## src/hw/rtl/midi_step_sequencer_unit_assert.svh

```systemverilog
// Assertion macros shared by the step sequencer RTL.
// Depends on nothing; included by modules that check their own logic.
`ifndef MIDI_STEP_SEQUENCER_UNIT_ASSERT_SVH
`define MIDI_STEP_SEQUENCER_UNIT_ASSERT_SVH

// Flag any clock edge at which a condition that must never occur is true.
`define MSS_ASSERT_NEVER(lbl, clk, rstn, cond, msg) \
  lbl: assert property (@(posedge clk) disable iff (!rstn) !(cond)) else $error(msg);

// Flag any clock edge at which the antecedent holds and the consequent does not.
`define MSS_ASSERT_IMP(lbl, clk, rstn, ante, cons, msg) \
  lbl: assert property (@(posedge clk) disable iff (!rstn) (ante) |-> (cons)) else $error(msg);

`endif

```

## src/hw/rtl/mss_pkg.sv

```systemverilog
// Package for the step sequencer: sizes, codes, item and command types.
// Depends on nothing; used by every module of the block but mss_ram.
package mss_pkg;

  localparam int TRACKS          = 8;
  localparam int STEPS           = 16;
  localparam int NOTE_SLOTS      = 32;
  localparam int TICKS_PER_STEP  = 6;
  localparam int NOTE_MAX        = 127;
  localparam int ACCENT_BOOST    = 20;
  localparam int SWING_MAX       = 2;
  localparam int TRANSPOSE_LIMIT = 24;

  localparam int TRK_W   = $clog2(TRACKS);
  localparam int STP_W   = $clog2(STEPS);
  localparam int ADDR_W  = TRK_W + STP_W;
  localparam int SLOT_W  = $clog2(NOTE_SLOTS);
  localparam int CNT_W   = $clog2(NOTE_SLOTS + 1);
  localparam int ENTRY_W = 24;

  // tick / 6 as a multiply by the reciprocal
  localparam logic [31:0] DIV6_RECIP = 32'hAAAA_AAAB;
  localparam int          DIV6_SHIFT = 34;
  localparam int          QUO_W      = 30;

  localparam int CFG_IDX_W = 3;
  localparam int CFG_DAT_W = 48;

  typedef enum logic [CFG_IDX_W-1:0] {
    CFG_PATTERN_LENGTH = 3'd0,
    CFG_SWING_TICKS    = 3'd1,
    CFG_MUTE_MASK      = 3'd2,
    CFG_SOLO_MASK      = 3'd3,
    CFG_TRANSPOSE_PACK = 3'd4
  } cfg_idx_e;

  typedef enum logic [2:0] {
    OP_TICK       = 3'd0,
    OP_START      = 3'd1,
    OP_STOP       = 3'd2,
    OP_CONTINUE   = 3'd3,
    OP_WRITE_STEP = 3'd4
  } op_e;

  typedef enum logic [1:0] {
    EV_NOTE_ON  = 2'd0,
    EV_NOTE_OFF = 2'd1,
    EV_ADVANCE  = 2'd2,
    EV_COMPLETE = 2'd3
  } ev_e;

  typedef enum logic [1:0] {
    CMD_TICK  = 2'd0,
    CMD_START = 2'd1,
    CMD_STOP  = 2'd2,
    CMD_WRITE = 2'd3
  } cmd_kind_e;

  typedef struct packed {
    logic [2:0]  operation;
    logic [31:0] tick_count;
    logic [2:0]  track_index;
    logic [3:0]  step_index;
    logic        step_active;
    logic [6:0]  step_note;
    logic [6:0]  step_velocity;
    logic        step_accent;
    logic [7:0]  step_length;
  } in_item_t;

  typedef struct packed {
    logic [1:0] event_kind;
    logic [2:0] track_out;
    logic [3:0] step_out;
    logic [6:0] note_out;
    logic [6:0] velocity_out;
    logic [3:0] channel_out;
    logic       last;
  } out_item_t;

  typedef struct packed {
    logic       active;
    logic [6:0] note;
    logic [6:0] velocity;
    logic       accent;
    logic [7:0] length;
  } step_entry_t;

  typedef struct packed {
    cmd_kind_e   kind;
    logic [31:0] tick;
    logic [3:0]  step;
    logic        fire;
    logic [2:0]  track;
    step_entry_t entry;
  } cmd_t;

  typedef struct packed {
    logic [7:0]  mute;
    logic [7:0]  solo;
    logic [47:0] transpose;
  } play_cfg_t;

endpackage

```

## src/hw/rtl/mss_cmd_q.sv

```systemverilog
// Two-entry command queue between the front end and the back end.
// Depends on mss_pkg.
module mss_cmd_q (
  input  logic          clk_i,
  input  logic          rst_ni,
  input  logic          push_i,
  input  mss_pkg::cmd_t cmd_i,
  output logic          full_o,
  input  logic          pop_i,
  output mss_pkg::cmd_t cmd_o,
  output logic          empty_o
);
  import mss_pkg::*;

  cmd_t       mem_q [2];
  logic       wptr_q, rptr_q;
  logic [1:0] cnt_q;
  logic       do_push, do_pop;

  assign full_o  = (cnt_q == 2'd2);
  assign empty_o = (cnt_q == 2'd0);
  assign do_push = push_i && !full_o;
  assign do_pop  = pop_i && !empty_o;
  assign cmd_o   = mem_q[rptr_q];

  always_ff @(posedge clk_i or negedge rst_ni) begin
    if (!rst_ni) begin
      wptr_q <= 1'b0;
      rptr_q <= 1'b0;
      cnt_q  <= 2'd0;
    end else begin
      if (do_push) begin
        wptr_q <= !wptr_q;
      end
      if (do_pop) begin
        rptr_q <= !rptr_q;
      end
      cnt_q <= cnt_q + 2'(do_push) - 2'(do_pop);
    end
  end

  always_ff @(posedge clk_i) begin
    if (do_push) begin
      mem_q[wptr_q] <= cmd_i;
    end
  end

endmodule

```

## config.mk

```make
export PLATFORM = sky130hd
export DESIGN_NAME = mss_cmd_q
export DESIGN_NICKNAME = d
export VERILOG_FILES = /design/src/hw/rtl/midi_step_sequencer_unit_assert.svh /design/src/hw/rtl/mss_pkg.sv /design/src/hw/rtl/mss_cmd_q.sv
export SDC_FILE = /design/constraint.sdc
export NUM_CORES = 1
export LEC_CHECK = 0
export BUFFER_PORTS_ARGS = -buffer_cell sky130_fd_sc_hd__clkbuf_2
export CORE_MARGIN = 1.5
export CORE_UTILIZATION = 50
export CTS_CLUSTER_SIZE = 30
export DETAILED_ROUTE_END_ITERATION = 8
export PLACE_DENSITY = 0.88
export RECOVER_POWER = 50
export SYNTH_ARGS = -nofsm -noshare
export SYNTH_HDL_FRONTEND = slang
export SYNTH_SLANG_ARGS = --single-unit
```

## constraint.sdc

```tcl
create_clock -name clk_i -period 11.9 [get_ports clk_i]
set_input_delay 0.595 -clock clk_i [delete_from_list [all_inputs] [get_ports clk_i]]
set_output_delay 0.595 -clock clk_i [all_outputs]
set_load 0.005 [all_outputs]
```

Word level (Yosys, flattened, before mapping)
Memories as Yosys holds them, arrays and structs flattened.
Index checks and enable logic that the tools add are counted.
Widths: inputs -> output; s select.
- word-level logic and storage cells: 16
- output and inout bits: 68
- memories kept: 1
- memory bits (writable): 132
- input port bits: 70
- register bits: 4
- memory list (memory ; words ; width ; rd ports ; clocked after memory_dff ; wr ports ; RTL line ; text):
    mem_q ; 2 ; 66 ; 1 ; 0 ; 1 ; mss_cmd_q.sv:15 ; cmd_t mem_q [2];
- add/sub/neg operators: 2
- equality and inequality tests: 1
- mux-type cells: 2
- reductions and logical operators: 7
- operators by type and width (operator ; number):
    $logic_not 1->1 ; 4
    $add 2x1->2 ; 1
    $eq 2x2->1 const B ; 1
    $logic_and 1x1->1 ; 2
    $logic_not 2->1 ; 1
    $mux 1 ; 2
    $sub 2x1->2 ; 1

Longest topological paths before layout
- depth after elaboration: 5
- depth in mapped cells: 7
- gate-level depth less buffers: 7

Worst setup path after synthesis
No wires, ideal clock.
- kind: input -> register
- start: input push_i
- end: memory mem_q[0][0] (netlist bit) (enable)
- buffers on the path: 0
- stages: 2
- setup slack: 7.962 ns
- library setup time: 0.490 ns
- data required time: 11.410 ns
- arrival time: 3.448 ns
- cells stage by stage: nand2_1 -> nor2_1
- cells in the longest elaborated chain, start to end: 3
- ends and longest elaborated chain (element ; RTL line ; text):
    from (decl) ; mss_cmd_q.sv:6 ; input logic push_i,
    $logic_and 1x1->1 ; mss_cmd_q.sv:22 ; assign do_push = push_i && !full_o;
    $mux 1 ; mss_cmd_q.sv:43 ; if (do_push) begin
    $mux 1 (implied by the code) ; mss_cmd_q.sv:44 ; mem_q[wptr_q] <= cmd_i;
    to (decl) ; mss_cmd_q.sv:15 ;
No other way between the ends.

==> run metrics <==
Worst VDD drop=roughly 0.13 mV; clock sink count=~140; routed vias=about 2500; post_cts resized=0; final setup margin=about 7.5 ns; # rows=36; Die Area=roughly 11000 sq um; Vias/cell=4.89; data required time at the worst endpoint=roughly 11 ns; Die Ht=a little over 100 um; detailed-placement wirelength estimate=about 5300 um; Netlist Area Pre-Place=5070 sq um; Clock Skew=around 0.0094 ns; Cell Count, Final, Fillers Out=between 500 and 600; Detailed Route Iter0 Violations=slightly above 90; Place WS=~9.4 ns; flops & latches, synth=about 140; Max Clock Freq=0.229 GHz; Worst Path Max Fanout=67; Post-Syn Nets=295; Startpoint Class=flop; final slew viol count=163; CP max stage delay=2.49 ns; Tightest Hold Check Type=in2reg; CP Class=reg2out; post-synthesis cell type count=16; run status=finished, violations left; Nets=about 450; Seq/Total Area, Yosys=between 80% and 90%; violated checks=max-capacitance violations, max-slew violations; largest net degree at the start of global routing=68; Residual DRC=0; die width=between 100 and 150 um; layout cells sized above 1=48.2%; vias in the first global route=2734; Reg clk slew, reported paths=approximately 0.060 ns; placed insts=just under 500; port bufs=137; Post-Route WL=~8500 um; drt first pass iters=4; Placer Congestion=around 0.66; H-tree depth=4; final setup TNS=0 ns; Max Buffers Root-to-Sink=2; RSZ-0062 raised after global routing=false; cts hold-fix bufs=1; LEAKAGE=between 2 and 2.5 nW; Routed WL per cell=between 15 and 20 um; Area Growth Syn to Fin=27.5%; CP arrival=3.78 ns; FILL cells=around 740; Ys Warns=0; Final min period=about 4.4 ns; final hold violations=0; core box area=9820 sq um; total CTS buffers=17; gr ovfl total=0; Initial Util=between 50% and 60%; CTS tree=built; CTS root buffer=clkbuf_8; CP Cell Sequence=mux2_2 -> clkbuf_2; Worst-Margin Slew=approximately 3.7 ns; syn avg cell area=22.8 sq um; Worst-Skew Late Latency=between 0.5 and 0.6 ns; first-pass GRT wire length=13400 um; ANT cells=0; slowest cell on the critical path=dfrtp_1; initial antenna violation count=0; gr usage total=approximately 17%; CP endpoint kind=primary output; Post-Syn Instances=223; Detail Route Antenna Nets=0; Post-CTS Setup Repair Bufs=0; Setup Viol. Count Final=0; Slew headroom=-144%; I/O pins=138; P per Cell Area=262 nW/um^2; final cycle utilization of the critical path=36.7%; number of max-cap violations=3
## layout make-up
type	count	area, sq um	share of cell area (%)
flip-flops and latches	136	4060	62.8
multi-input cells	78	947	14.6
repair buffers	140	646	9.98
clock buffers	22	473	7.31
well taps	133	166	2.57
clock inverters	10	165	2.55
inverters	2	7.51	0.116
## layout by cell type, fill, tap and decap left out, drive strengths merged
| cell type | instances |
|---|---|
| bufinv | 4 |
| ha | 2 |
| mux2 | 66 |
| dlygate4sd3 | 1 |
| xor2 | 1 |
| nand2b | 1 |
| nand2 | 1 |
| edfxtp | 132 |
| dfrtp | 4 |
| buf | 1 |
| xnor2 | 3 |
| and3 | 1 |
| nor2 | 2 |
| clkbuf | 160 |
| clkinv | 1 |
| nor2b | 1 |
| clkinvlp | 3 |
| inv | 4 |
## sequential cells by signal (all words and copies together), names as in the netlist
register  flops
wptr_q        1
rptr_q        1
cnt_q         2
mem_q       132
## critical path: cells and delay by family, from the launching register on
| kind | cells | cell delay (ns) |
|---|---|---|
| DFF | 1 | 2.49 |
| buffers and inverters | 1 | 0.13 |
| muxes | 1 | 0.54 |
## routing by layer
layer	vias to the layer above	wire, um	GRT usage [%]
li1	1186	-	-
met1	1246	3400	18.4
met2	105	4410	29.0
met3	11	542	6.36
met4	0	108	8.53
met5	-	0	0
## logic make-up after synthesis
| group | synth area share (%) |
|---|---|
| and+or+nand+nor | 0.592 |
| DFF | 80.1 |
| adders and majority gates | 0.493 |
| muxes | 16.9 |
| buffers and inverters | 1.26 |
| xor gates and xnor gates | 0.691 |
## path summary, 6_finish.rpt
kind | cells after the start | slack (ns) | startpoint | end
worst max-delay path | 2 | 7.53 | rptr_q | cmd_o[65]
worst min-delay path | 1 | 0.27 | cmd_i[14] | mem_q[1][14]
worst max register to register | 3 | 8.10 | cnt_q[1] | mem_q[1][19]
worst min register to register | 1 | 0.50 | wptr_q | wptr_q
max in group asynchronous | 2 | 11.27 | rst_ni | cnt_q[1]
min in group asynchronous | 2 | 0.44 | rst_ni | cnt_q[0]
## report_power, final
part	internal, W	switching, W	total, W	leakage [nW]
Combinational	0.000245	0.000157	0.000402	0.878
Sequential	0.000663	0.0000782	0.000741	1.27
Clock	0.000364	0.000188	0.000551	0.304
## through the flow
step | hold slack, ns | util [%] | area (sq um) | power (W)
after detailed placement | 0.407 | 60.1 | 5900 | 0.00114
after CTS | 0.235 | 66.7 | 6550 | 0.00170
after global placement | 0.405 | 60.1 | 5900 | 0.00112
after floorplan | 0.299 | - | 5070 | 0.000981
after global routing | 0.235 | 65.9 | 6470 | 0.00178
final | 0.266 | 65.9 | 6470 | 0.00170
## Yosys cell counts, drive strengths merged
| library cell | count | area, sq um |
|---|---|---|
| buf | 7 | 56.3 |
| dfrtp | 4 | 100 |
| inv | 2 | 7.51 |
| and3 | 1 | 6.26 |
| edfxtp | 132 | 3960 |
| nand2 | 1 | 3.75 |
| xor2 | 1 | 8.76 |
| xnor2 | 3 | 26.3 |
| nor2b | 1 | 6.26 |
| nand2b | 1 | 6.26 |
| ha | 2 | 25.0 |
| mux2 | 66 | 856 |
| nor2 | 2 | 7.51 |
No activity file was read; power rests on OpenSTA's default activity.
