===== src/hw/rtl/midi_step_sequencer_unit_assert.svh =====
// Assertion macros shared by the step sequencer RTL.
// Depends on nothing; included by modules that check their own logic.
`ifndef MIDI_STEP_SEQUENCER_UNIT_ASSERT_SVH
`define MIDI_STEP_SEQUENCER_UNIT_ASSERT_SVH

// Flag any clock edge at which a condition that must never occur is true.
`define MSS_ASSERT_NEVER(lbl, clk, rstn, cond, msg) \
  lbl: assert property (@(posedge clk) disable iff (!rstn) !(cond)) else $error(msg);

// Flag any clock edge at which the antecedent holds and the consequent does not.
`define MSS_ASSERT_IMP(lbl, clk, rstn, ante, cons, msg) \
  lbl: assert property (@(posedge clk) disable iff (!rstn) (ante) |-> (cons)) else $error(msg);

`endif


===== src/hw/rtl/mss_pkg.sv =====
// Package for the step sequencer: sizes, codes, item and command types.
// Depends on nothing; used by every module of the block but mss_ram.
package mss_pkg;

  localparam int TRACKS          = 8;
  localparam int STEPS           = 16;
  localparam int NOTE_SLOTS      = 32;
  localparam int TICKS_PER_STEP  = 6;
  localparam int NOTE_MAX        = 127;
  localparam int ACCENT_BOOST    = 20;
  localparam int SWING_MAX       = 2;
  localparam int TRANSPOSE_LIMIT = 24;

  localparam int TRK_W   = $clog2(TRACKS);
  localparam int STP_W   = $clog2(STEPS);
  localparam int ADDR_W  = TRK_W + STP_W;
  localparam int SLOT_W  = $clog2(NOTE_SLOTS);
  localparam int CNT_W   = $clog2(NOTE_SLOTS + 1);
  localparam int ENTRY_W = 24;

  // tick / 6 as a multiply by the reciprocal
  localparam logic [31:0] DIV6_RECIP = 32'hAAAA_AAAB;
  localparam int          DIV6_SHIFT = 34;
  localparam int          QUO_W      = 30;

  localparam int CFG_IDX_W = 3;
  localparam int CFG_DAT_W = 48;

  typedef enum logic [CFG_IDX_W-1:0] {
    CFG_PATTERN_LENGTH = 3'd0,
    CFG_SWING_TICKS    = 3'd1,
    CFG_MUTE_MASK      = 3'd2,
    CFG_SOLO_MASK      = 3'd3,
    CFG_TRANSPOSE_PACK = 3'd4
  } cfg_idx_e;

  typedef enum logic [2:0] {
    OP_TICK       = 3'd0,
    OP_START      = 3'd1,
    OP_STOP       = 3'd2,
    OP_CONTINUE   = 3'd3,
    OP_WRITE_STEP = 3'd4
  } op_e;

  typedef enum logic [1:0] {
    EV_NOTE_ON  = 2'd0,
    EV_NOTE_OFF = 2'd1,
    EV_ADVANCE  = 2'd2,
    EV_COMPLETE = 2'd3
  } ev_e;

  typedef enum logic [1:0] {
    CMD_TICK  = 2'd0,
    CMD_START = 2'd1,
    CMD_STOP  = 2'd2,
    CMD_WRITE = 2'd3
  } cmd_kind_e;

  typedef struct packed {
    logic [2:0]  operation;
    logic [31:0] tick_count;
    logic [2:0]  track_index;
    logic [3:0]  step_index;
    logic        step_active;
    logic [6:0]  step_note;
    logic [6:0]  step_velocity;
    logic        step_accent;
    logic [7:0]  step_length;
  } in_item_t;

  typedef struct packed {
    logic [1:0] event_kind;
    logic [2:0] track_out;
    logic [3:0] step_out;
    logic [6:0] note_out;
    logic [6:0] velocity_out;
    logic [3:0] channel_out;
    logic       last;
  } out_item_t;

  typedef struct packed {
    logic       active;
    logic [6:0] note;
    logic [6:0] velocity;
    logic       accent;
    logic [7:0] length;
  } step_entry_t;

  typedef struct packed {
    cmd_kind_e   kind;
    logic [31:0] tick;
    logic [3:0]  step;
    logic        fire;
    logic [2:0]  track;
    step_entry_t entry;
  } cmd_t;

  typedef struct packed {
    logic [7:0]  mute;
    logic [7:0]  solo;
    logic [47:0] transpose;
  } play_cfg_t;

endpackage


===== src/hw/rtl/mss_front.sv =====
// Front end: accepts items, tracks play state, works out step and firing for ticks.
// Depends on mss_pkg; feeds commands into mss_cmd_q.
module mss_front (
  input  logic             clk_i,
  input  logic             rst_ni,
  input  logic             item_valid_i,
  input  mss_pkg::in_item_t item_i,
  output logic             item_ready_o,
  input  logic [4:0]       len_i,
  input  logic [1:0]       swing_i,
  output logic             cmd_push_o,
  output mss_pkg::cmd_t    cmd_o,
  input  logic             cmd_full_i
);
  import mss_pkg::*;

  typedef enum logic [1:0] {F_IDLE, F_MUL, F_MOD, F_PUSH} front_state_e;

  front_state_e state_q, state_d;
  logic         playing_q, playing_d;
  logic [31:0]  tick_q, tick_d;
  logic [QUO_W-1:0] quo_q, quo_d;
  logic [4:0]   rem_q, rem_d;
  logic [4:0]   bit_q, bit_d;
  cmd_t         cmd_q, cmd_d;

  logic         accept;
  logic [63:0]  prod;
  logic [4:0]   shifted;
  logic [5:0]   low6;
  logic [2:0]   phase;
  logic         fire;
  logic         go_mul, go_push;

  assign item_ready_o = (state_q == F_IDLE);
  assign accept       = item_valid_i && item_ready_o;

  // Decode the accepted item: ticks while stopped, continue and unknown codes end here.
  always_comb begin
    go_mul  = 1'b0;
    go_push = 1'b0;
    case (item_i.operation)
      OP_TICK:       go_mul  = playing_q;
      OP_START:      go_push = 1'b1;
      OP_STOP:       go_push = 1'b1;
      OP_WRITE_STEP: go_push = 1'b1;
      default:       go_push = 1'b0;
    endcase
  end

  always_comb begin
    state_d = state_q;
    case (state_q)
      F_IDLE: begin
        if (accept && go_mul) begin
          state_d = F_MUL;
        end else if (accept && go_push) begin
          state_d = F_PUSH;
        end
      end
      F_MUL:  state_d = F_MOD;
      F_MOD: begin
        if (bit_q == 5'd0) begin
          state_d = F_PUSH;
        end
      end
      F_PUSH: begin
        if (!cmd_full_i) begin
          state_d = F_IDLE;
        end
      end
      default: state_d = F_IDLE;
    endcase
  end

  assign prod    = 64'(tick_q) * 64'(DIV6_RECIP);
  assign shifted = (rem_q[3:0] >= 4'(len_i) && len_i != 5'd16) ? 5'd0 : 5'd0;
  assign low6    = {3'b000, quo_q[2:0]} * 6'(TICKS_PER_STEP);
  assign phase   = tick_q[2:0] - low6[2:0];

  always_comb begin
    if (swing_i != 2'd0 && rem_q[0]) begin
      fire = (phase == {1'b0, swing_i});
    end else begin
      fire = (phase == 3'd0);
    end
  end

  always_comb begin
    logic [4:0] r2;
    playing_d = playing_q;
    tick_d    = tick_q;
    quo_d     = quo_q;
    rem_d     = rem_q;
    bit_d     = bit_q;
    cmd_d     = cmd_q;
    r2        = {rem_q[3:0], quo_q[bit_q]};
    case (state_q)
      F_IDLE: begin
        if (accept) begin
          tick_d           = item_i.tick_count;
          cmd_d.tick       = item_i.tick_count;
          cmd_d.track      = item_i.track_index;
          cmd_d.step       = item_i.step_index;
          cmd_d.fire       = 1'b0;
          cmd_d.entry      = {item_i.step_active, item_i.step_note, item_i.step_velocity,
                              item_i.step_accent, item_i.step_length};
          cmd_d.kind       = CMD_TICK;
          case (item_i.operation)
            OP_START: begin
              playing_d  = 1'b1;
              cmd_d.kind = CMD_START;
            end
            OP_STOP: begin
              playing_d  = 1'b0;
              cmd_d.kind = CMD_STOP;
            end
            OP_CONTINUE:   playing_d  = 1'b1;
            OP_WRITE_STEP: cmd_d.kind = CMD_WRITE;
            default:       cmd_d.kind = CMD_TICK;
          endcase
        end
      end
      F_MUL: begin
        quo_d = prod[DIV6_SHIFT +: QUO_W];
        rem_d = 5'd0;
        bit_d = 5'(QUO_W - 1);
      end
      F_MOD: begin
        // one quotient bit per cycle into the remainder by pattern length
        if (r2 >= len_i) begin
          rem_d = r2 - len_i;
        end else begin
          rem_d = r2 + shifted;
        end
        bit_d = bit_q - 5'd1;
      end
      F_PUSH: begin
        if (cmd_q.kind == CMD_TICK) begin
          cmd_d.step = rem_q[3:0];
          cmd_d.fire = fire;
        end
      end
      default: cmd_d = cmd_q;
    endcase
  end

  assign cmd_push_o = (state_q == F_PUSH) && !cmd_full_i;

  always_comb begin
    cmd_o = cmd_q;
    if (cmd_q.kind == CMD_TICK) begin
      cmd_o.step = rem_q[3:0];
      cmd_o.fire = fire;
    end
  end

  always_ff @(posedge clk_i or negedge rst_ni) begin
    if (!rst_ni) begin
      state_q   <= F_IDLE;
      playing_q <= 1'b0;
    end else begin
      state_q   <= state_d;
      playing_q <= playing_d;
    end
  end

  always_ff @(posedge clk_i) begin
    tick_q <= tick_d;
    quo_q  <= quo_d;
    rem_q  <= rem_d;
    bit_q  <= bit_d;
    cmd_q  <= cmd_d;
  end

endmodule


===== config.mk =====
export PLATFORM = sky130hd
export DESIGN_NAME = mss_front
export DESIGN_NICKNAME = d
export VERILOG_FILES = /design/src/hw/rtl/midi_step_sequencer_unit_assert.svh /design/src/hw/rtl/mss_pkg.sv /design/src/hw/rtl/mss_front.sv
export SDC_FILE = /design/constraint.sdc
export NUM_CORES = 1
export LEC_CHECK = 0
export BUFFER_PORTS_ARGS = -buffer_cell sky130_fd_sc_hd__clkbuf_2
export CAP_MARGIN = 20
export CORE_MARGIN = 5
export CORE_UTILIZATION = 55
export CTS_CLUSTER_DIAMETER = 40
export DETAILED_ROUTE_END_ITERATION = 10
export PLACE_DENSITY_LB_ADDON = 0.2
export REMOVE_ABC_BUFFERS = 1
export SLEW_MARGIN = 40
export SYNTH_ARGS = -nofsm -noshare
export SYNTH_HDL_FRONTEND = slang
export SYNTH_SLANG_ARGS = --single-unit

===== constraint.sdc =====
create_clock -name clk_i -period 8.1 [get_ports clk_i]
set_input_delay 0.81 -clock clk_i [delete_from_list [all_inputs] [get_ports clk_i]]
set_output_delay 0.81 -clock clk_i [all_outputs]
set_load 0.03 [all_outputs]

### After elaboration in Yosys (flattened, before gate mapping)

Index checks and enable logic that the tools add are counted.

* $add $sub $neg: 3
* multiply operators: 2
* divide/modulo/power cells: 0
* magnitude comparators: 2
* equality and inequality tests: 12
* shift-type cells: 0
* muxes and demuxes: 18
* bitwise gates (word level): 0
* reduce and logical (&&, ||, !) cells: 21

Operators by type and width (number)
* $mul 32x32->64 const B: 1
* $mux 32: 1
* $pmux 5 s2: 2
* $mux 2: 4
* $pmux 2 s4: 1
* $pmux 4 s2: 1
* $reduce_bool 2->1: 4
* $eq 3x2->1 const B: 2
* $logic_not 3->1: 2
* $lt 5x6->1 const B: 1
* $pmux 2 s3: 1
* $reduce_and 3->1: 2
* $bmux 1 s5: 1
* $ge 5x5->1: 1
* $logic_and 1x1->1: 5
* $logic_not 5->1: 1
* $mux 5: 1
* $sub 5x1->5 const B: 1
* $eq 2x2->1 const B: 2
* $logic_not 2->1: 2
* $mux 1: 4
* $mux 4: 1
* $ne 2x2->1 const B: 2
* $reduce_and 2->1: 2
* other kinds (13): 13

* register bits: 108
* latch bits: 0
* bits in writable memories: 0
* bits in read-only memories: 0
* input port bits: 77
* output and inout bits: 68
* logic and storage cells: 73
* memories kept: 0

### Longest topological paths before layout

Gate-level depths: netlist (run 1).

* depth after elaboration: 7
* depth in mapped cells: 27
* depth with buffers taken out: 27

### Worst setup path after synthesis (run 1)

OpenSTA, ideal clock, no wires.

* path type: flip-flop to flip-flop
* start point: register cmd_o[38] (netlist name)
* end point: register quo_q[21], data pin
* setup time: 0.263 ns
* data arrival time: 6.772 ns
* required time: 7.837 ns
* path slack: 1.065 ns
* stages on the path, launching flop included: 25
* buffers on the path: 0
* period minus slack after synthesis: 7.035 ns
* cell sequence: edfxtp_1 -> ha_1 -> xor2_1 -> ha_1 -> a21oi_1 -> fa_1 -> fa_1 -> inv_1 -> fa_1 -> fa_1 -> fa_1 -> inv_1 -> fa_1 -> inv_1 -> ha_1 -> a21o_1 -> a211o_1 -> a2111oi_2 -> a311oi_1 -> nor3_2 -> a31oi_1 -> a211oi_1 -> nor2b_1 -> o31ai_1 -> a31oi_1

RTL lines
* end signal, assigned: line mss_front.sv:170 `quo_q <= quo_d;`
* end, declared: line mss_front.sv:22 `logic [QUO_W-1:0] quo_q, quo_d;`

==> results of run 1 <==
==> layout make-up <==
class | instances | area [µm²] | share of cell area, %
multi-input combinational | 1240 | 15100 | 68.21
sequential | 108 | 3228 | 14.58
inverter | 497 | 1866 | 8.428
timing repair buffer | 182 | 1010 | 4.561
tap | 511 | 639.4 | 2.888
clock buffer | 9 | 225.2 | 1.017
clock inverter | 7 | 68.82 | 0.3109
==> Yosys cell counts, types with 4 or more instances <==
master,n
or2_2,4
a21o_1,40
mux2_2,4
inv_1,497
fa_1,348
xnor2_1,45
edfxtp_1,105
nand2_1,63
nand3_1,12
o21ai_0,33
buf_4,61
nor3_1,10
and2_1,14
nor2_1,47
clkbuf_1,12
ha_1,378
nand4_1,12
or3_1,4
a211oi_1,4
xor2_1,33
mux4_2,9
a31oi_1,6
o21bai_1,7
mux2i_1,5
nor2b_1,8
a21oi_1,74
nand2b_1,21
==> cells by family (layout without fill, tap and decap cells) <==
group,after synthesis,count (layout),synth area share (%)
buffers and inverters,571,695,11.47
flip-flops,108,108,15.61
AND/OR/NAND/NOR,208,208,4.942
AO/OA/AOI/OAI,210,210,6.696
XOR/XNOR,78,78,3.303
multiplexers,18,18,1.440
adder cells (fa/ha/maj),726,726,56.54
==> state kept, by name (all words and copies together) (netlist names) <==
name and count:
cmd_o 61, quo_q 30, bit_q 5, cmd_q 5, rem_q 4, state_q 2, playing_q 1
==> layer usage <==
| metal | share of wire (%) | GRT usage [%] |
|---|---|---|
| met1 | 43 | 38.04 |
| met2 | 49 | 46.48 |
| met3 | 4.7 | 4.046 |
| met4 | 3.5 | 9.021 |
| met5 | 0 | 0 |
==> worst max path at each step <==
stage	startpoint	to	slack, ns	cells past startpoint
floorplan	cmd_o[37]	quo_q[21]	0.91	25
global placement	cmd_o[36]	quo_q[27]	0.25	25
detailed placement	cmd_o[36]	quo_q[27]	0.16	25
CTS	cmd_o[36]	quo_q[27]	0.16	25
global route	cmd_o[49]	quo_q[27]	0.04	25
finish	cmd_o[35]	quo_q[27]	0.30	21
==> worst max-delay path: stages, from the launching register on <==
cell and delay [ns]:
edfxtp_1 0.66, ha_1 0.38, xor2_1 0.24, ha_1 0.24, or2_2 0.35, fa_1 0.64, fa_1 0.46, fa_1 0.51
fa_1 0.42, fa_1 0.52, fa_1 0.42, ha_1 0.38, a21o_1 0.21, a311o_1 0.31, a21oi_1 0.32, o211ai_1 0.18
a211oi_2 0.38, o221ai_2 0.25, o41ai_4 0.30, o21bai_2 0.13, a21oi_2 0.17, xnor2_1 0.07
==> stage by stage <==
| step | cell area [µm²] | setup WS, ns | std cells | utilization [%] | hold slack [ns] |
|---|---|---|---|---|---|
| after floorplan | 20180 | 0.9144 | 1845 | - | 0.4882 |
| after global placement | 21730 | 0.2531 | 2526 | 58.11 | 0.5129 |
| after detailed placement | 21730 | 0.1594 | 2526 | 58.11 | 0.5228 |
| after CTS | 22030 | 0.1576 | 2542 | 58.90 | 0.1657 |
| after global routing | 22140 | 0.03551 | 2554 | 59.19 | 0.1796 |
| final | 22140 | 0.3033 | 2554 | 59.19 | 0.1870 |
==> what timing repair did <==
action | CTS | global route
gates resized for setup | 0 | 3
setup buffers | 0 | 12
setup endpoints to repair | 0 | 5
==> results by group, run 1 <==
STA
  • RSZ-0062 raised after global routing: false
  • Max Freq: 128.3 MHz
  • Slew Viols, Final: 0
  • Min Tclk post-route: around 8 ns
  • Slew @ Worst Pin: 0.6776 ns
  • Ratio of final minimum period to clock period: a little over nine tenths
  • Final hold violation count: 0
  • Clock Skew: ~0.020 ns
  • Final setup TNS: 0 ns
  • Slew margin rel.: between 50% and 60%
  • Final setup viols: 0

Placement
  • Final HPWL DP: a little over 50,000 µm
  • RD Place Congestion: between 0.9 and 1
  • Port bufs: 144

Critical path
  • CP required: roughly 8.3 ns
  • R2R depth: 21
  • Critical-path maximum fanout: 8
  • CP arrival: between 7 and 8 ns
  • R2R Path End: quo_q[27]
  • Critical R2R Launch: cmd_o[35]
  • Critical Path Sink Type: flop
  • Crit Path Class: flop to flop
  • Worst setup SP type: flop
  • Reg2Reg Setup Slack: between 0.3 and 0.4 ns

CTS
  • CTS clk-pin slew, worst paths: 0.10 ns
  • CTS Hold Bufs: 0
  • CTS tree: done
  • CTS root buf: clkbuf_16
  • # clock sinks: between 100 and 150
  • H-tree depth: 3
  • Later-pin clock latency in the skew report: between 0.4 and 0.5 ns
  • CTS Buffer Depth: 2
  • Num CTS Buffers: 9

Die
  • Die Width: about 200 µm
  • I/O pin total: 145
  • Die Height: approximately 200 µm
  • Starting Density: 55.31%
  • # rows: 71
  • Die area: just over 40,000 µm²
  • Core area: ~37,000 µm²

Yosys
  • Yosys cell types: 67
  • Mapped Cells: approximately 1.9k
  • Mapped Area: between 20,000 and 25,000 µm²
  • Share of the synthesized area in the top cell type: about 34%
  • Asr flop ratio synth: about 2.8%
  • Main synth FF type: edfxtp_1
  • #FFs+latches synth: roughly 110
  • Yosys warns: 0
  • Post-Syn Area per Cell: between 10 and 15 µm²
  • Yosys top cell by area: fa_1
  • Sequential-to-total area share from yosys stat: around 16%
  • Post-synth EDFFs: 105
  • Ranking of synthesized cells by area: fa_1 34%, ha_1 23%, edfxtp_1 15%, inv_1 9.0%, buf_4 2.2%

GRT
  • Initial antenna violation count: 0
  • Total GRT Usage: between 20% and 30%
  • Total gr overflow: 0
  • Largest net degree at the start of global routing: 63
  • First-pass GRT wire length: a little under 90,000 µm
  • Vias in the first global route: 14.71k

Drt
  • WL/cell: about 22 µm
  • Antenna viol nets, final: 0
  • Vias: 13.76k
  • Pre-antenna DRT Iters: 5
  • Via density: between 5 and 6
  • Wirelength, routed: roughly 57,000 µm
  • DRC errors left: 0
  • DR iter-0 viols: 849

Layout
  • Antenna diodes: 0
  • Fraction of layout cells with a size suffix above 1: between 10% and 20%
  • Commonest cells after routing, fill and taps aside: 496 x inv_1, 378 x ha_1, 348 x fa_1
  • # fillers: around 3.3k
  • Syn-to-layout area delta: 7.017%
  • Most common cell after layout, fill and taps aside: inv_1
  • Nets: about 2.8k

Worst hold path
  • Hold WC Path Type: primary input to async pin

Flow run
  • Max-cap viol count: 0

Outcome
  • Status: finished, final reports clean
Power of run 1 is not shown: default switching activity piles up to over one toggle a cycle in this logic, so the estimate is an artifact.
==> inputs of run 2 (changes only) <==
Settings changed: PLACE_DENSITY set to 0.77, PLACE_DENSITY_LB_ADDON 0.2 to unset.
==> run 2 against run 1 <==
Against the previous run:
- sequential share of layout area barely moved
- cell count barely moved
- via count rose by 0.81%
- critical path depth rose by 2
- fmax rose by 0.91%
- critical path type unchanged
- non-clock buffer count fell by 2
- clock skew fell by 0.0012 ns
- largest cell class unchanged
- worst hold slack improved by 0.027 ns
- first-iteration DRC count rose by 1.4%
- sequential cell count did not move
- clock-buffer cell count did not move
- die area did not move
==> results by group, run 2 (synthesis results as in run 1) <==
Drt
  • Wirelength, routed: 56,160 µm
  • Antenna viol nets, final: 0
  • Pre-antenna DRT Iters: 5
  • DR iter-0 viols: about 860
  • DRC errors left: 0
  • Via density: 5.435
  • Vias: 13.87k
  • WL/cell: around 22 µm

Layout
  • # fillers: roughly 3.1k
  • Sequential cell area: 3228 µm²
  • Nets: between 2k and 3k
  • Fraction of layout cells with a size suffix above 1: about 11%
  • Syn-to-layout area delta: 6.974%
  • Area of the multi-input gates: around 15,000 µm²
  • Antenna diodes: 0
  • Number of flip-flops in the largest register: 61
  • Commonest cells after routing, fill and taps aside: 496 x inv_1, 378 x ha_1, 348 x fa_1
  • Most common cell after layout, fill and taps aside: inv_1

STA
  • RSZ-0062 raised after global routing: false
  • Final hold violation count: 0
  • Clock Skew: between 0.015 and 0.02 ns
  • Fin Hold WS: between 0.2 and 0.25 ns
  • Slew @ Worst Pin: 0.7189 ns
  • Min Tclk post-route: around 7.7 ns
  • Final setup TNS: 0 ns
  • Max Freq: about 130 MHz
  • Final setup viols: 0
  • Slew margin rel.: 51.45%
  • Slew Viols, Final: 0
  • Ratio of final minimum period to clock period: ~95%

Flow run
  • Max-cap viol count: 0

GRT
  • First-pass GRT wire length: 85,700 µm
  • Total gr overflow: 0
  • Largest net degree at the start of global routing: 66
  • Total GRT Usage: ~27%
  • Vias in the first global route: around 15k
  • Initial antenna violation count: 0

CTS
  • # clock sinks: ~110
  • Later-pin clock latency in the skew report: around 0.39 ns
  • CTS tree: done
  • CTS clk-pin slew, worst paths: around 0.08 ns
  • CTS Buffer Depth: 2
  • Num CTS Buffers: 9
  • CTS Hold Bufs: 0
  • H-tree depth: 3
  • CTS root buf: clkbuf_16

Die
  • Die Width: just over 200 µm
  • Core area: 37,400 µm²
  • Starting Density: 55.31%
  • # rows: 71
  • I/O pin total: approximately 150
  • Die Height: 203.9 µm
  • Die area: a little over 40,000 µm²

Critical path
  • CP arrival: between 7 and 8 ns
  • Critical-path maximum fanout: 7
  • Worst setup SP type: flop
  • Crit Path Class: flop to flop
  • Critical Path Sink Type: flop
  • CP required: 8.24 ns

Placement
  • Final HPWL DP: a little over 50,000 µm
  • RD Place Congestion: 1.035
  • Port bufs: 144

Outcome
  • Status: finished, final reports clean

Worst hold path
  • Hold WC Path Type: primary input to async pin
-- run 2: worst paths after layout --
check	cells past startpoint	end	slack, ns	startpoint
setup / recovery	23	quo_q[27]	0.37	cmd_o[53]
hold / removal	1	playing_q	0.21	rst_ni
setup reg to reg	23	quo_q[27]	0.37	cmd_o[53]
hold reg to reg	1	playing_q	0.54	playing_q
max in group asynchronous	1	state_q[0]	7.78	rst_ni
min in group clk_i	1	playing_q	0.54	playing_q
-- run 2: cell type report --
type	count	area share (%)
sequential	108	14.59
inverter	497	8.431
clock inverter	7	0.3336
timing repair buffer	180	4.495
clock buffer	9	1.018
tap	511	2.889
multi-input combinational	1240	68.24
-- run 2: through the flow --
step	utilization [%]	setup slack [ns]	instance area, µm²	instances
floorplan	-	0.9144	20180	1845
global placement	58.03	0.4624	21700	2522
detailed placement	58.03	0.2172	21700	2522
CTS	58.83	0.1674	22000	2538
global route	59.17	0.01642	22130	2552
finish	59.17	0.3738	22130	2552
-- run 2: routing by layer --
metal	wire length, µm	track usage [%]	part of all wire (%)	vias to the layer above
met4	2180	9.763	3.9	0
met2	27880	46.55	50	421
li1	-	-	-	6306
met5	0	0	0	-
met3	2975	3.856	5.3	91
met1	23120	36.54	41	7051
-- run 2: critical path, cell delays in order (launching register included) --
cell and delay (ns):
edfxtp_1 0.55, ha_1 0.45, inv_1 0.12, fa_1 0.56, inv_1 0.08, fa_1 0.53, inv_1 0.05, fa_1 0.51
inv_1 0.06, fa_1 0.56, fa_1 0.43, fa_1 0.53, fa_1 0.43, ha_1 0.38, a21o_1 0.22, a311o_1 0.31
a21oi_1 0.28, o211ai_1 0.16, a211oi_2 0.35, o221ai_2 0.24, o41ai_4 0.31, o21bai_2 0.13, a21oi_2 0.15, xnor2_1 0.07
-- run 2: repair_timing --
action	4_1_cts	5_1_grt
resized for setup	0	3
setup endpoints to repair	0	4
setup buffers	0	14
Power of run 2 is left out for the same reason.
==> inputs of run 3 (changes only) <==
Settings changed: CORE_ASPECT_RATIO set to 1.1.
==> run 3 against run 2 <==
Against the previous run:
- sequential cell count unchanged
- wire length is 1.4% higher
- worst setup slack lost 0.073 ns
- clock skew down 0.0070 ns
- cell count shrank 0.71%
- die area is essentially flat
==> results by group, run 3 (synthesis results as in run 1) <==
GRT
  • Total GRT Usage: 27.89%
  • Total gr overflow: 0
  • Initial antenna violation count: 0
  • First-pass GRT wire length: 86,750 µm
  • Largest net degree at the start of global routing: between 60 and 70
  • Vias in the first global route: ~15k

Placement
  • RD Place Congestion: about 1.0
  • Port bufs: about 140
  • Placed cell areas: about 22,000 µm²
  • Final HPWL DP: approximately 52,000 µm

Critical path
  • CP arrival: around 7.9 ns
  • Crit Path Class: flop to flop
  • Worst setup SP type: flop
  • Critical-path maximum fanout: 9
  • Critical Path Sink Type: flop
  • CP required: around 8.2 ns

STA
  • Ratio of final minimum period to clock period: between 90% and 100%
  • Clock Skew: approximately 0.012 ns
  • Slew margin rel.: about 48%
  • Slew @ Worst Pin: roughly 0.78 ns
  • Final setup TNS: 0 ns
  • Final setup viols: 0
  • RSZ-0062 raised after global routing: false
  • Max Freq: between 100 and 150 MHz
  • Slew Viols, Final: 0
  • Min Tclk post-route: between 7 and 8 ns
  • Final hold violation count: 0

Drt
  • Vias: 13.82k
  • DRC errors left: 0
  • DR iter-0 viols: 786
  • Pre-antenna DRT Iters: 7
  • WL/cell: between 20 and 25 µm
  • Via density: about 5.5
  • Wirelength, routed: between 50,000 and 60,000 µm
  • Antenna viol nets, final: 0

Layout
  • Syn-to-layout area delta: 6.732%
  • Number of flip-flops in the largest register: just over 60
  • Design area: between 20,000 and 25,000 µm²
  • Commonest cells after routing, fill and taps aside: 496 x inv_1, 378 x ha_1, 348 x fa_1
  • Nets: 2,838
  • # fillers: 3,160
  • Most common cell after layout, fill and taps aside: inv_1
  • Antenna diodes: 0
  • Fraction of layout cells with a size suffix above 1: 11.23%

CTS
  • Num CTS Buffers: 9
  • CTS Buffer Depth: 2
  • CTS clk-pin slew, worst paths: roughly 0.070 ns
  • CTS tree: done
  • # clock sinks: between 100 and 150
  • H-tree depth: 3
  • CTS Hold Bufs: 0
  • Later-pin clock latency in the skew report: 0.39 ns
  • CTS root buf: clkbuf_16

Outcome
  • Status: finished, final reports clean

Die
  • I/O pin total: 145
  • Die Height: around 210 µm
  • Core area: roughly 37,000 µm²
  • # rows: between 70 and 80
  • Starting Density: between 50% and 60%
  • Die area: ~42,000 µm²
  • Die Width: 194.9 µm

Flow run
  • Max-cap viol count: 0

Worst hold path
  • Hold WC Path Type: primary input to async pin
## run 3: stage by stage
stage / instances / utilization (%) / worst slack (ns) / hold WS (ns)
2_1_floorplan: 1845 / - / 0.9144 / 0.4882
3_3_place_gp: 2515 / 58.60 / 0.3479 / 0.5109
3_5_place_dp: 2515 / 58.60 / 0.2774 / 0.5321
4_1_cts: 2531 / 59.36 / 0.2411 / 0.1994
5_1_grt: 2534 / 59.46 / 0.02359 / 0.2055
6_report: 2534 / 59.46 / 0.3004 / 0.2093
## run 3: metal layers
layer / share of wire (%) / track usage, %
met1: 40 / 35.82
met2: 52 / 49.65
met3: 4.7 / 3.865
met4: 3.4 / 8.620
met5: 0 / 0
## run 3: worst paths after layout
path | to | start | slack, ns | cells past startpoint
worst max register to register | quo_q[29] | cmd_o[41] | 0.30 | 24
min in group clk_i | playing_q | playing_q | 0.55 | 1
worst min register to register | playing_q | playing_q | 0.55 | 1
worst min-delay path | state_q[0] | rst_ni | 0.21 | 1
max in group asynchronous | playing_q | rst_ni | 7.77 | 1
worst max-delay path | quo_q[29] | cmd_o[41] | 0.30 | 24
## run 3: area by class of cell
type                            count  area [µm²]  share of cell area [%]
Inverter                          497        1866                   8.450
Clock inverter                      7       57.56                  0.2607
Sequential cell                   108        3228                   14.62
Multi-Input combinational cell   1240       15100                   68.38
Timing Repair Buffer              179       987.2                   4.472
Tap cell                          494       618.1                   2.800
Clock buffer                        9       225.2                   1.020
## run 3: critical path, cell delays in order, from the launching register on
cell	delay (ns)
edfxtp_1	0.61
ha_1	0.44
xor2_1	0.39
ha_1	0.26
nor2_2	0.08
fa_1	0.51
fa_1	0.49
inv_1	0.05
fa_1	0.49
fa_1	0.52
fa_1	0.51
inv_1	0.05
fa_1	0.48
inv_1	0.04
ha_1	0.30
a21o_1	0.19
a211o_1	0.28
a2111oi_2	0.41
a311oi_1	0.21
nor3_2	0.26
a31oi_1	0.27
a21o_1	0.26
o211a_1	0.22
nor2_1	0.11
xnor2_1	0.08
## run 3: repair_timing
item | 4_1_cts | 5_1_grt
gates resized for setup | 0 | 3
setup buffers | 0 | 3
setup endpoints to repair | 0 | 4
Power of run 3 is left out for the same reason.
